`config.mk`:
```
export PLATFORM = sky130hd
export DESIGN_NAME = sweep_disk_request_scheduler
export DESIGN_NICKNAME = d
export VERILOG_FILES = /design/src/sdrs_pkg.sv /design/src/sweep_disk_request_scheduler.sv /design/src/sdrs_cell.sv
export SDC_FILE = /design/constraint.sdc
export NUM_CORES = 2
export LEC_CHECK = 0
export ABC_AREA = 1
export BUFFER_PORTS_ARGS = -buffer_cell sky130_fd_sc_hd__buf_2
export CAP_MARGIN = 40
export CORE_UTILIZATION = 61
export DETAILED_ROUTE_END_ITERATION = 8
export PLACE_DENSITY = 0.81
export SLEW_MARGIN = 20
export SYNTH_ARGS = -nofsm -noshare
export SYNTH_HDL_FRONTEND = slang
export SYNTH_SLANG_ARGS = --single-unit
```
`constraint.sdc`:
```
create_clock -name clk -period 6.09 [get_ports clk]
set_input_delay 0.3045 -clock clk [delete_from_list [all_inputs] [get_ports clk]]
set_output_delay 0.3045 -clock clk [all_outputs]
set_load 0.02 [all_outputs]
```
`src/sdrs_pkg.sv`:
```
// ----------------------------------------------------------------------------
// sdrs_pkg
// shared codes, widths and types of the sweep disk request scheduler
// ----------------------------------------------------------------------------
`default_nettype none

package sdrs_pkg;

  localparam int TYPE_W     = 4;
  localparam int STATUS_W   = 2;
  localparam int TIME_W     = 26;
  localparam int PEND_W     = 5;
  localparam int CFG_DATA_W = 32;
  localparam int CFG_REG_W  = 16;
  localparam int CFG_ADDR_W = 3;

  localparam logic [TIME_W-1:0] TIME_MAX = '1;
  localparam int                PEND_MAX = 31;

  // item codes
  localparam logic FN_ADD   = 1'b0;
  localparam logic FN_SERVE = 1'b1;

  // result status codes
  localparam logic [STATUS_W-1:0] ST_ADDED  = 2'd0;
  localparam logic [STATUS_W-1:0] ST_FULL   = 2'd1;
  localparam logic [STATUS_W-1:0] ST_SERVED = 2'd2;
  localparam logic [STATUS_W-1:0] ST_EMPTY  = 2'd3;

  // register index, taken from paddr[2]
  localparam logic CFG_IDX_MOVE = 1'b0;
  localparam logic CFG_IDX_OP   = 1'b1;

  localparam logic [CFG_REG_W-1:0] MOVE_RST = 16'd1;
  localparam logic [CFG_REG_W-1:0] OP_RST   = 16'd0;

  // command broadcast to every cell of the row
  typedef struct packed {
    logic add;
    logic srv;
    logic sweep;
  } sdrs_cmd_t;

endpackage

`default_nettype wire

```
`src/sweep_disk_request_scheduler.sv`:
```
// ----------------------------------------------------------------------------
// sweep_disk_request_scheduler
// circular-scan disk request queue built as a sorted row of shift cells
// ----------------------------------------------------------------------------
// a result strobes on out_valid once the beat taken on start has passed stage 1 and stage 2
// throughput: one item per cycle; the cell row settles an add or serve as stage 1
//   registers the beat, and the service time multiply sits in the second stage
// busy stays low; the receiver cannot stall results
// reset: queue emptied, head at track 0, registers back to their defaults
// ----------------------------------------------------------------------------
`default_nettype none

module sweep_disk_request_scheduler #(
  parameter int QUEUE_DEPTH     = 16,
  parameter int TRACK_COUNT     = 1024,
  parameter int PROCESS_ID_BITS = 8
) (
  input  wire logic                                 clk,
  input  wire logic                                 rst_n,
  input  wire logic                                 start,
  output logic                                      busy,
  input  wire logic                                 in_func,
  input  wire logic [$clog2(TRACK_COUNT)-1:0]       in_track,
  input  wire logic [sdrs_pkg::TYPE_W-1:0]          in_op_type,
  input  wire logic [PROCESS_ID_BITS-1:0]           in_process_id,
  output logic                                      out_valid,
  output logic [sdrs_pkg::STATUS_W-1:0]             out_status,
  output logic [$clog2(TRACK_COUNT)-1:0]            out_served_track,
  output logic [sdrs_pkg::TYPE_W-1:0]               out_served_type,
  output logic [PROCESS_ID_BITS-1:0]                out_served_process,
  output logic [sdrs_pkg::TIME_W-1:0]               out_service_time,
  output logic                                      out_new_sweep,
  output logic [sdrs_pkg::PEND_W-1:0]               out_pending,
  input  wire logic                                 psel,
  input  wire logic                                 penable,
  input  wire logic                                 pwrite,
  input  wire logic [sdrs_pkg::CFG_ADDR_W-1:0]      paddr,
  input  wire logic [sdrs_pkg::CFG_DATA_W-1:0]      pwdata,
  output logic [sdrs_pkg::CFG_DATA_W-1:0]           prdata,
  output logic                                      pready
);

  import sdrs_pkg::*;

  localparam int TRK_W  = $clog2(TRACK_COUNT);
  localparam int PID_W  = PROCESS_ID_BITS;
  localparam int QD     = QUEUE_DEPTH;
  localparam int CNT_W  = $clog2(QUEUE_DEPTH + 1);
  localparam int PROD_W = TRK_W + CFG_REG_W;
  localparam int SUM_W  = (PROD_W + 1 > TIME_W + 1) ? PROD_W + 1 : TIME_W + 1;
  localparam logic [TRK_W-1:0] TRK_MAX = TRK_W'(TRACK_COUNT - 1);
  localparam logic [CNT_W-1:0] CNT_FULL = CNT_W'(QUEUE_DEPTH);

  // configuration
  logic [CFG_REG_W-1:0] move_r, op_r;
  logic                 cfg_wr;

  assign pready = 1'b1;
  assign cfg_wr = psel && penable && pwrite && pready;

  always_ff @(posedge clk) begin
    if (!rst_n) begin
      move_r <= MOVE_RST;
      op_r   <= OP_RST;
    end else if (cfg_wr) begin
      unique case (paddr[2])
        CFG_IDX_MOVE: move_r <= pwdata[CFG_REG_W-1:0];
        CFG_IDX_OP:   op_r   <= pwdata[CFG_REG_W-1:0];
        default:      move_r <= move_r;
      endcase
    end
  end

  always_comb begin
    unique case (paddr[2])
      CFG_IDX_MOVE: prdata = {{(CFG_DATA_W-CFG_REG_W){1'b0}}, move_r};
      CFG_IDX_OP:   prdata = {{(CFG_DATA_W-CFG_REG_W){1'b0}}, op_r};
      default:      prdata = '0;
    endcase
  end

  // cell row
  logic                  acc;
  logic                  full, empty;
  sdrs_cmd_t             cmd;
  logic [TRK_W-1:0]      new_trk;
  logic [TRK_W-1:0]      head_r, head_nxt;
  logic [CNT_W-1:0]      cnt_r, cnt_nxt;

  logic [QD-1:0]         vld_a, ins_a, rm_a, ge_a, hit_a;
  logic [TRK_W-1:0]      trk_a [QD];
  logic [TYPE_W-1:0]     typ_a [QD];
  logic [PID_W-1:0]      pid_a [QD];

  assign busy    = 1'b0;
  assign acc     = start && !busy;
  assign full    = (cnt_r == CNT_FULL);
  assign empty   = (cnt_r == '0);
  assign new_trk = (int'(in_track) > TRACK_COUNT - 1) ? TRK_MAX : in_track;

  assign cmd.add   = acc && (in_func == FN_ADD) && !full;
  assign cmd.srv   = acc && (in_func == FN_SERVE) && !empty;
  assign cmd.sweep = !(|ge_a);

  for (genvar i = 0; i < QD; i++) begin : g_cell
    logic              l_valid, l_ins, l_rm, r_valid;
    logic [TRK_W-1:0]  l_trk, r_trk;
    logic [TYPE_W-1:0] l_typ, r_typ;
    logic [PID_W-1:0]  l_pid, r_pid;

    if (i == 0) begin : g_first
      assign l_valid = 1'b0;
      assign l_trk   = '0;
      assign l_typ   = '0;
      assign l_pid   = '0;
      assign l_ins   = 1'b0;
      assign l_rm    = 1'b0;
    end else begin : g_mid
      assign l_valid = vld_a[i-1];
      assign l_trk   = trk_a[i-1];
      assign l_typ   = typ_a[i-1];
      assign l_pid   = pid_a[i-1];
      assign l_ins   = ins_a[i-1];
      assign l_rm    = rm_a[i-1];
    end

    if (i == QD - 1) begin : g_last
      assign r_valid = 1'b0;
      assign r_trk   = '0;
      assign r_typ   = '0;
      assign r_pid   = '0;
    end else begin : g_inner
      assign r_valid = vld_a[i+1];
      assign r_trk   = trk_a[i+1];
      assign r_typ   = typ_a[i+1];
      assign r_pid   = pid_a[i+1];
    end

    sdrs_cell #(
      .TRK_W (TRK_W),
      .PID_W (PID_W)
    ) u_cell (
      .clk       (clk),
      .rst_n     (rst_n),
      .cmd       (cmd),
      .new_trk   (new_trk),
      .new_typ   (in_op_type),
      .new_pid   (in_process_id),
      .head      (head_r),
      .lft_valid (l_valid),
      .lft_trk   (l_trk),
      .lft_typ   (l_typ),
      .lft_pid   (l_pid),
      .lft_ins   (l_ins),
      .lft_rm    (l_rm),
      .rgt_valid (r_valid),
      .rgt_trk   (r_trk),
      .rgt_typ   (r_typ),
      .rgt_pid   (r_pid),
      .valid     (vld_a[i]),
      .trk       (trk_a[i]),
      .typ       (typ_a[i]),
      .pid       (pid_a[i]),
      .ins       (ins_a[i]),
      .rm        (rm_a[i]),
      .ge        (ge_a[i]),
      .hit       (hit_a[i])
    );
  end

  // served entry
  logic [TRK_W-1:0]  sel_trk, dist_trk;
  logic [TYPE_W-1:0] sel_typ;
  logic [PID_W-1:0]  sel_pid;

  always_comb begin
    sel_trk = '0;
    sel_typ = '0;
    sel_pid = '0;
    for (int i = 0; i < QD; i++) begin
      sel_trk = sel_trk | (hit_a[i] ? trk_a[i] : '0);
      sel_typ = sel_typ | (hit_a[i] ? typ_a[i] : '0);
      sel_pid = sel_pid | (hit_a[i] ? pid_a[i] : '0);
    end
  end

  assign dist_trk = sel_trk - (cmd.sweep ? '0 : head_r);
  assign head_nxt = cmd.srv ? sel_trk : head_r;

  always_comb begin
    cnt_nxt = cnt_r;
    if (cmd.add) begin
      cnt_nxt = cnt_r + CNT_W'(1);
    end else if (cmd.srv) begin
      cnt_nxt = cnt_r - CNT_W'(1);
    end
  end

  always_ff @(posedge clk) begin
    if (!rst_n) begin
      head_r <= '0;
      cnt_r  <= '0;
    end else begin
      head_r <= head_nxt;
      cnt_r  <= cnt_nxt;
    end
  end

  // stage 1: beat decoded
  logic                s1_vld_r;
  logic [STATUS_W-1:0] s1_status_r, s1_status_nxt;
  logic [TRK_W-1:0]    s1_trk_r, s1_dist_r;
  logic [TYPE_W-1:0]   s1_typ_r;
  logic [PID_W-1:0]    s1_pid_r;
  logic                s1_sweep_r;
  logic [PEND_W-1:0]   s1_pend_r, pend_sat;

  always_comb begin
    if (in_func == FN_ADD) begin
      s1_status_nxt = full ? ST_FULL : ST_ADDED;
    end else begin
      s1_status_nxt = empty ? ST_EMPTY : ST_SERVED;
    end
  end

  assign pend_sat = (int'(cnt_nxt) > PEND_MAX) ? PEND_W'(PEND_MAX) : PEND_W'(cnt_nxt);

  always_ff @(posedge clk) begin
    if (!rst_n) begin
      s1_vld_r <= 1'b0;
    end else begin
      s1_vld_r <= acc;
    end
  end

  always_ff @(posedge clk) begin
    s1_status_r <= s1_status_nxt;
    s1_pend_r   <= pend_sat;
    s1_trk_r    <= cmd.srv ? sel_trk : '0;
    s1_typ_r    <= cmd.srv ? sel_typ : '0;
    s1_pid_r    <= cmd.srv ? sel_pid : '0;
    s1_dist_r   <= cmd.srv ? dist_trk : '0;
    s1_sweep_r  <= cmd.srv && cmd.sweep;
  end

  // stage 2: service time
  logic [PROD_W-1:0] prod;
  logic [SUM_W-1:0]  sum;
  logic [TIME_W-1:0] time_sat;
  logic              out_valid_r;

  assign prod     = PROD_W'(s1_dist_r) * PROD_W'(move_r);
  assign sum      = SUM_W'(prod) + SUM_W'(op_r);
  assign time_sat = (sum > SUM_W'(TIME_MAX)) ? TIME_MAX : sum[TIME_W-1:0];

  always_ff @(posedge clk) begin
    if (!rst_n) begin
      out_valid_r <= 1'b0;
    end else begin
      out_valid_r <= s1_vld_r;
    end
  end

  always_ff @(posedge clk) begin
    out_status         <= s1_status_r;
    out_served_track   <= s1_trk_r;
    out_served_type    <= s1_typ_r;
    out_served_process <= s1_pid_r;
    out_service_time   <= (s1_status_r == ST_SERVED) ? time_sat : '0;
    out_new_sweep      <= s1_sweep_r;
    out_pending        <= s1_pend_r;
  end

  assign out_valid = out_valid_r;

  // checks
  a_cnt_bound: assert property (@(posedge clk) disable iff (!rst_n)
    cnt_r <= CNT_FULL)
    else $error("pending count beyond queue depth");

  a_cnt_valid: assert property (@(posedge clk) disable iff (!rst_n)
    $countones(vld_a) == int'(cnt_r))
    else $error("valid cells disagree with pending count");

  a_latency: assert property (@(posedge clk) disable iff (!rst_n)
    acc |=> ##1 out_valid)
    else $error("result beat missing two cycles after start");

  a_sweep_served: assert property (@(posedge clk) disable iff (!rst_n)
    (out_valid && out_new_sweep) |-> (out_status == ST_SERVED))
    else $error("new sweep flagged without a served request");

endmodule

`default_nettype wire

```
`src/sdrs_cell.sv`:
```
// ----------------------------------------------------------------------------
// sdrs_cell
// one slot of the sorted request row; shifts right on insert, left on removal
// ----------------------------------------------------------------------------
`default_nettype none

module sdrs_cell #(
  parameter int TRK_W = 10,
  parameter int PID_W = 8
) (
  input  wire logic                      clk,
  input  wire logic                      rst_n,
  input  wire sdrs_pkg::sdrs_cmd_t       cmd,
  input  wire logic [TRK_W-1:0]          new_trk,
  input  wire logic [sdrs_pkg::TYPE_W-1:0] new_typ,
  input  wire logic [PID_W-1:0]          new_pid,
  input  wire logic [TRK_W-1:0]          head,
  input  wire logic                      lft_valid,
  input  wire logic [TRK_W-1:0]          lft_trk,
  input  wire logic [sdrs_pkg::TYPE_W-1:0] lft_typ,
  input  wire logic [PID_W-1:0]          lft_pid,
  input  wire logic                      lft_ins,
  input  wire logic                      lft_rm,
  input  wire logic                      rgt_valid,
  input  wire logic [TRK_W-1:0]          rgt_trk,
  input  wire logic [sdrs_pkg::TYPE_W-1:0] rgt_typ,
  input  wire logic [PID_W-1:0]          rgt_pid,
  output logic                           valid,
  output logic [TRK_W-1:0]               trk,
  output logic [sdrs_pkg::TYPE_W-1:0]    typ,
  output logic [PID_W-1:0]               pid,
  output logic                           ins,
  output logic                           rm,
  output logic                           ge,
  output logic                           hit
);

  import sdrs_pkg::*;

  logic              valid_r, valid_nxt;
  logic [TRK_W-1:0]  trk_r, trk_nxt;
  logic [TYPE_W-1:0] typ_r, typ_nxt;
  logic [PID_W-1:0]  pid_r, pid_nxt;

  // new request lands at or before this slot
  assign ins = !valid_r || (trk_r > new_trk);
  assign ge  = valid_r && (trk_r >= head);
  // slot at or after the one being served
  assign rm  = cmd.sweep || !valid_r || ge;
  assign hit = rm && !lft_rm;

  always_comb begin
    valid_nxt = valid_r;
    trk_nxt   = trk_r;
    typ_nxt   = typ_r;
    pid_nxt   = pid_r;
    if (cmd.add && ins) begin
      if (lft_ins) begin
        valid_nxt = lft_valid;
        trk_nxt   = lft_trk;
        typ_nxt   = lft_typ;
        pid_nxt   = lft_pid;
      end else begin
        valid_nxt = 1'b1;
        trk_nxt   = new_trk;
        typ_nxt   = new_typ;
        pid_nxt   = new_pid;
      end
    end else if (cmd.srv && rm) begin
      valid_nxt = rgt_valid;
      trk_nxt   = rgt_trk;
      typ_nxt   = rgt_typ;
      pid_nxt   = rgt_pid;
    end
  end

  always_ff @(posedge clk) begin
    if (!rst_n) begin
      valid_r <= 1'b0;
    end else begin
      valid_r <= valid_nxt;
    end
  end

  always_ff @(posedge clk) begin
    trk_r <= trk_nxt;
    typ_r <= typ_nxt;
    pid_r <= pid_nxt;
  end

  assign valid = valid_r;
  assign trk   = trk_r;
  assign typ   = typ_r;
  assign pid   = pid_r;

endmodule

`default_nettype wire

```
==> summary.md <==
| Metric | Value |
|---|---|
| Grt met3 use | `12.5%` |
| Arrival time worst endpoint | `6.35 ns` |
| Clk_lat worst skew | `0.68 ns` |
| Initial Util | `around 62%` |
| Post-synthesis mux area share | `0%` |
| Slew Limit Fails | `0` |
| Sw Pwr | `4.47 mW` |
| Crit path largest cell delay | `0.55 ns` |
| CP max-delay cell | `fa_1` |
| First-pass GRT wire length | `about 230,000 um` |
| Mapped Area | `0.0395 mm^2` |
| Met1 Use GR | `59.6%` |
| Met2 Use GR | `approximately 69%` |
| Max-Cap Viols | `0` |
| Total track usage | `a little under half` |
| #FFs+latches synth | `513` |
| Final Util | `68.2%` |
| DR iter-0 viols | `6,207` |
| Worst-Margin Slew | `0.931 ns` |
| Die H | `256 um` |
| Top delay family on crit path | `adder cells` |
| Combinational share of power | `approximately 29%` |
| Max clock buf depth | `3` |
| Cell Chain, Critical Path | `buf_4 -> nand2_1 -> fa_1 -> inv_1 -> fa_1 -> fa_1 -> inv_1 -> fa_1 -> inv_1 -> fa_1 -> ha_1 -> nand2_1 -> o21ai_2 -> nand2_1 -> o211ai_1 -> a21oi_1 -> nor3_1 -> nor2_1 -> o21ai_2 -> nand2_1 -> nand2_2 -> xor2_4 -> buf_12 -> a21oi_1` |
| H-tree depth | `2` |
| Crit Path Max Fanout | `26` |
| Number of flops mapped to enable cells by yosys | `352` |
| # setup viols final | `0` |
| Fraction of registers with async set/reset | `0%` |
| Worst setup EP type | `flop` |
| P_int | `7.30 mW` |
| Post-synthesis cell type count | `53` |
| Relative slew slack | `37.9%` |
| RD Place Congestion | `1.07` |
| Hold Crit Class | `input pin to flop` |
| Cells after Synth | `5,091` |
| Root Driver | `clkbuf_16` |
| Synthesis-to-finish area growth | `9.78%` |
| Sink Count | `~510` |
| Synth Area per Inst | `7.76 um^2` |
| Core area | `0.0635 mm^2` |
| Ports | `155` |
| Layout Skew | `0.0526 ns` |
| Clock slew at reported path FFs | `0.07 ns` |
| Filler cells | `5,365` |
| Critical path buffers and inverters | `5` |
| Vias in the first global route | `36.6k` |
| Drt first pass iters | `7` |
| # nets final | `5,755` |
| Fraction of layout cells with a size suffix above 1 | `approximately 7.8%` |
| Clock Power Share | `30.3%` |
| Die area | `0.0658 mm^2` |
| WS Path Type | `flop to flop` |
| # rows | `92` |
| Detailed Route WL | `156,000 um` |
| Post-route ant nets | `0` |
| Synth Area in Adders | `19.1%` |
| Maximum vdd ir drop | `261 uV` |
| Xor and xnor fraction of the mapped netlist area | `0.646%` |
| Final hold violation count | `0` |
| Req. time, crit path | `roughly 6.6 ns` |
| Status | `finished, final reports clean` |
| Main combinational cell family by area after synthesis | `adder cells` |
| Final min period | `5.83 ns` |
| Sw frac | `37.9%` |
| Seq/Total Area, Yosys | `34.9%` |
| Synth Flop Type | `edfxtp_1` |
| Max Fclk | `~170 MHz` |
| TritonCTS clock tree | `done` |
| GRT Max-Usage Layer | `met2` |
| Initial antenna violation count | `14` |
| Syn. warnings | `0` |
| Die X | `256 um` |
| IO buf count | `roughly 120` |
| Flop pwr share | `40.4%` |
| Vias per Instance | `6.42` |
| Hold WS | `0.178 ns` |
| PwrDens | `between 200 and 300 mW/mm^2` |
| CTS Buf Count | `57` |
| TNS Setup | `0 ns` |
| Synth Area in Compound Gates | `17.0%` |
| Avg WL per Cell | `25.8 um` |
| Commonest non-fill, non-tap cell in the layout | `nand2_1` |
| Top cell by count, worst path | `fa_1` |
| Largest net degree at the start of global routing | `65` |
| Grt ovf | `0` |
| Post-DP HPWL | `112,000 um` |
| Commonest cells after routing, fill and taps aside | `nand2_1, inv_1, o21ai_0` |
| P_leak | `20.6 nW` |
| Post-synthesis simple-gate area fraction | `between 10% and 20%` |
| Remaining DRCs | `0` |
| Crit start category | `flop` |
| Fin crit share | `95.7%` |
| Routed via count | `38.9k` |
==> power by group through the flow <==
stage                     registers [mW]  logic [mW]  clock network [mW]
final                               4.76        3.44                3.57
after detailed placement            4.79        3.25                   0
after global routing                4.77        3.74                3.68
after CTS                           4.72        3.29                3.53
after floorplan                     4.60        2.15                   0
after global placement              4.78        3.15                   0
==> routing by layer <==
layer | share of wire, % | vias to the layer above
met1 | 35 | 17800
met5 | 0.057 | -
met4 | 9.5 | 14
met2 | 41 | 3032
li1 | - | 17200
met3 | 15 | 869
==> synthesized netlist by cell type, drive strengths merged, types with 4 or more instances <==
master  number  share of area (%)
nand2     1100                 10
inv        638                6.1
o21ai      608                7.7
a21oi      516                6.5
ha         398                 13
nor2       371                3.7
edfxtp     352                 27
nand3      225                2.9
clkbuf     212                2.0
dfxtp      161                8.2
fa         128                6.5
nand4       98                1.6
buf         72                1.1
a31oi       32               0.51
a211oi      29               0.55
a21o        24               0.46
o22ai       18               0.29
nor3        16               0.25
xor2        14               0.36
xnor2       13               0.29
o21a        10               0.19
o41ai       10               0.22
o211ai       9               0.17
o21bai       7               0.13
and2         5              0.079
nor4         5              0.079
clkinv       4              0.038
==> cell type report <==
| type | count | area [um^2] | area share, % |
|---|---|---|---|
| tap | 846 | 1060 | 2.44 |
| multi-input combinational | 3668 | 22200 | 51.2 |
| clock buffer | 77 | 1580 | 3.65 |
| clock inverter | 31 | 298 | 0.687 |
| inverter | 642 | 2410 | 5.56 |
| timing repair buffer | 283 | 2000 | 4.62 |
| antenna | 5 | 12.5 | 0.0289 |
| sequential | 513 | 13800 | 31.8 |
==> registers in the layout (all words and copies together), names as in the netlist, 10 cells and up <==
signal,count
head_r,10
s1_trk_r,10
out_service_time,26
s1_dist_r,10
g_cell.u_cell.pid,128
g_cell.u_cell.valid,16
g_cell.u_cell.typ,64
move_r,16
out_served_track,10
op_r,16
g_cell.u_cell.trk,160
==> repair_timing <==
action | in CTS | in global routing
resized for setup | 0 | 10
setup endpoints to repair | 0 | 26
hold endpoints to repair | 34 | 0
setup buffers | 0 | 0
hold buffers | 18 | 0
==> cells by family after synthesis <==
logic type / after synthesis
simple gates: 1823
compound gates: 1274
buf+inv: 926
other cells: 2
fa+ha+maj: 526
flops: 513
xor+xnor: 27
==> per-stage QoR <==
stage	cell area (um^2)	cells	power, mW	worst slack, ns
global route	43300	6060	12.2	-0.00877
finish	43300	6065	11.8	0.264
floorplan	39500	5107	6.76	0.615
detailed placement	41200	5933	8.05	0.339
CTS	43300	6059	11.5	0.307
global placement	41100	5926	7.93	0.437
==> worst reg2reg max path, stage by stage (launching register included) <==
cell and delay [ns]:
dfxtp_1 0.37, buf_4 0.24, nand2_1 0.10, fa_1 0.50, inv_1 0.05, fa_1 0.50, fa_1 0.55, inv_1 0.06
fa_1 0.52, inv_1 0.05, fa_1 0.47, ha_1 0.37, nand2_1 0.17, o21ai_2 0.11, nand2_1 0.07, o211ai_1 0.07
a21oi_1 0.34, nor3_1 0.10, nor2_1 0.27, o21ai_2 0.13, nand2_1 0.10, nand2_2 0.08, xor2_4 0.16, buf_12 0.19
a21oi_1 0.12
==> final timing paths <==
kind	depth (start not counted)	end	slack, ns	from
setup reg to reg	24	out_service_time[0]$_SDFF_PP0_	0.26	s1_dist_r[8]$_SDFF_PN0_
setup / recovery	24	out_service_time[0]$_SDFF_PP0_	0.26	s1_dist_r[8]$_SDFF_PN0_
hold / removal	3	g_cell[2].u_cell.pid[5]$_DFFE_PP_	0.18	in_process_id[5]
hold reg to reg	0	out_served_track[2]$_DFF_P_	0.32	s1_trk_r[2]$_SDFF_PN0_
Power figures use the tool's default switching activity.
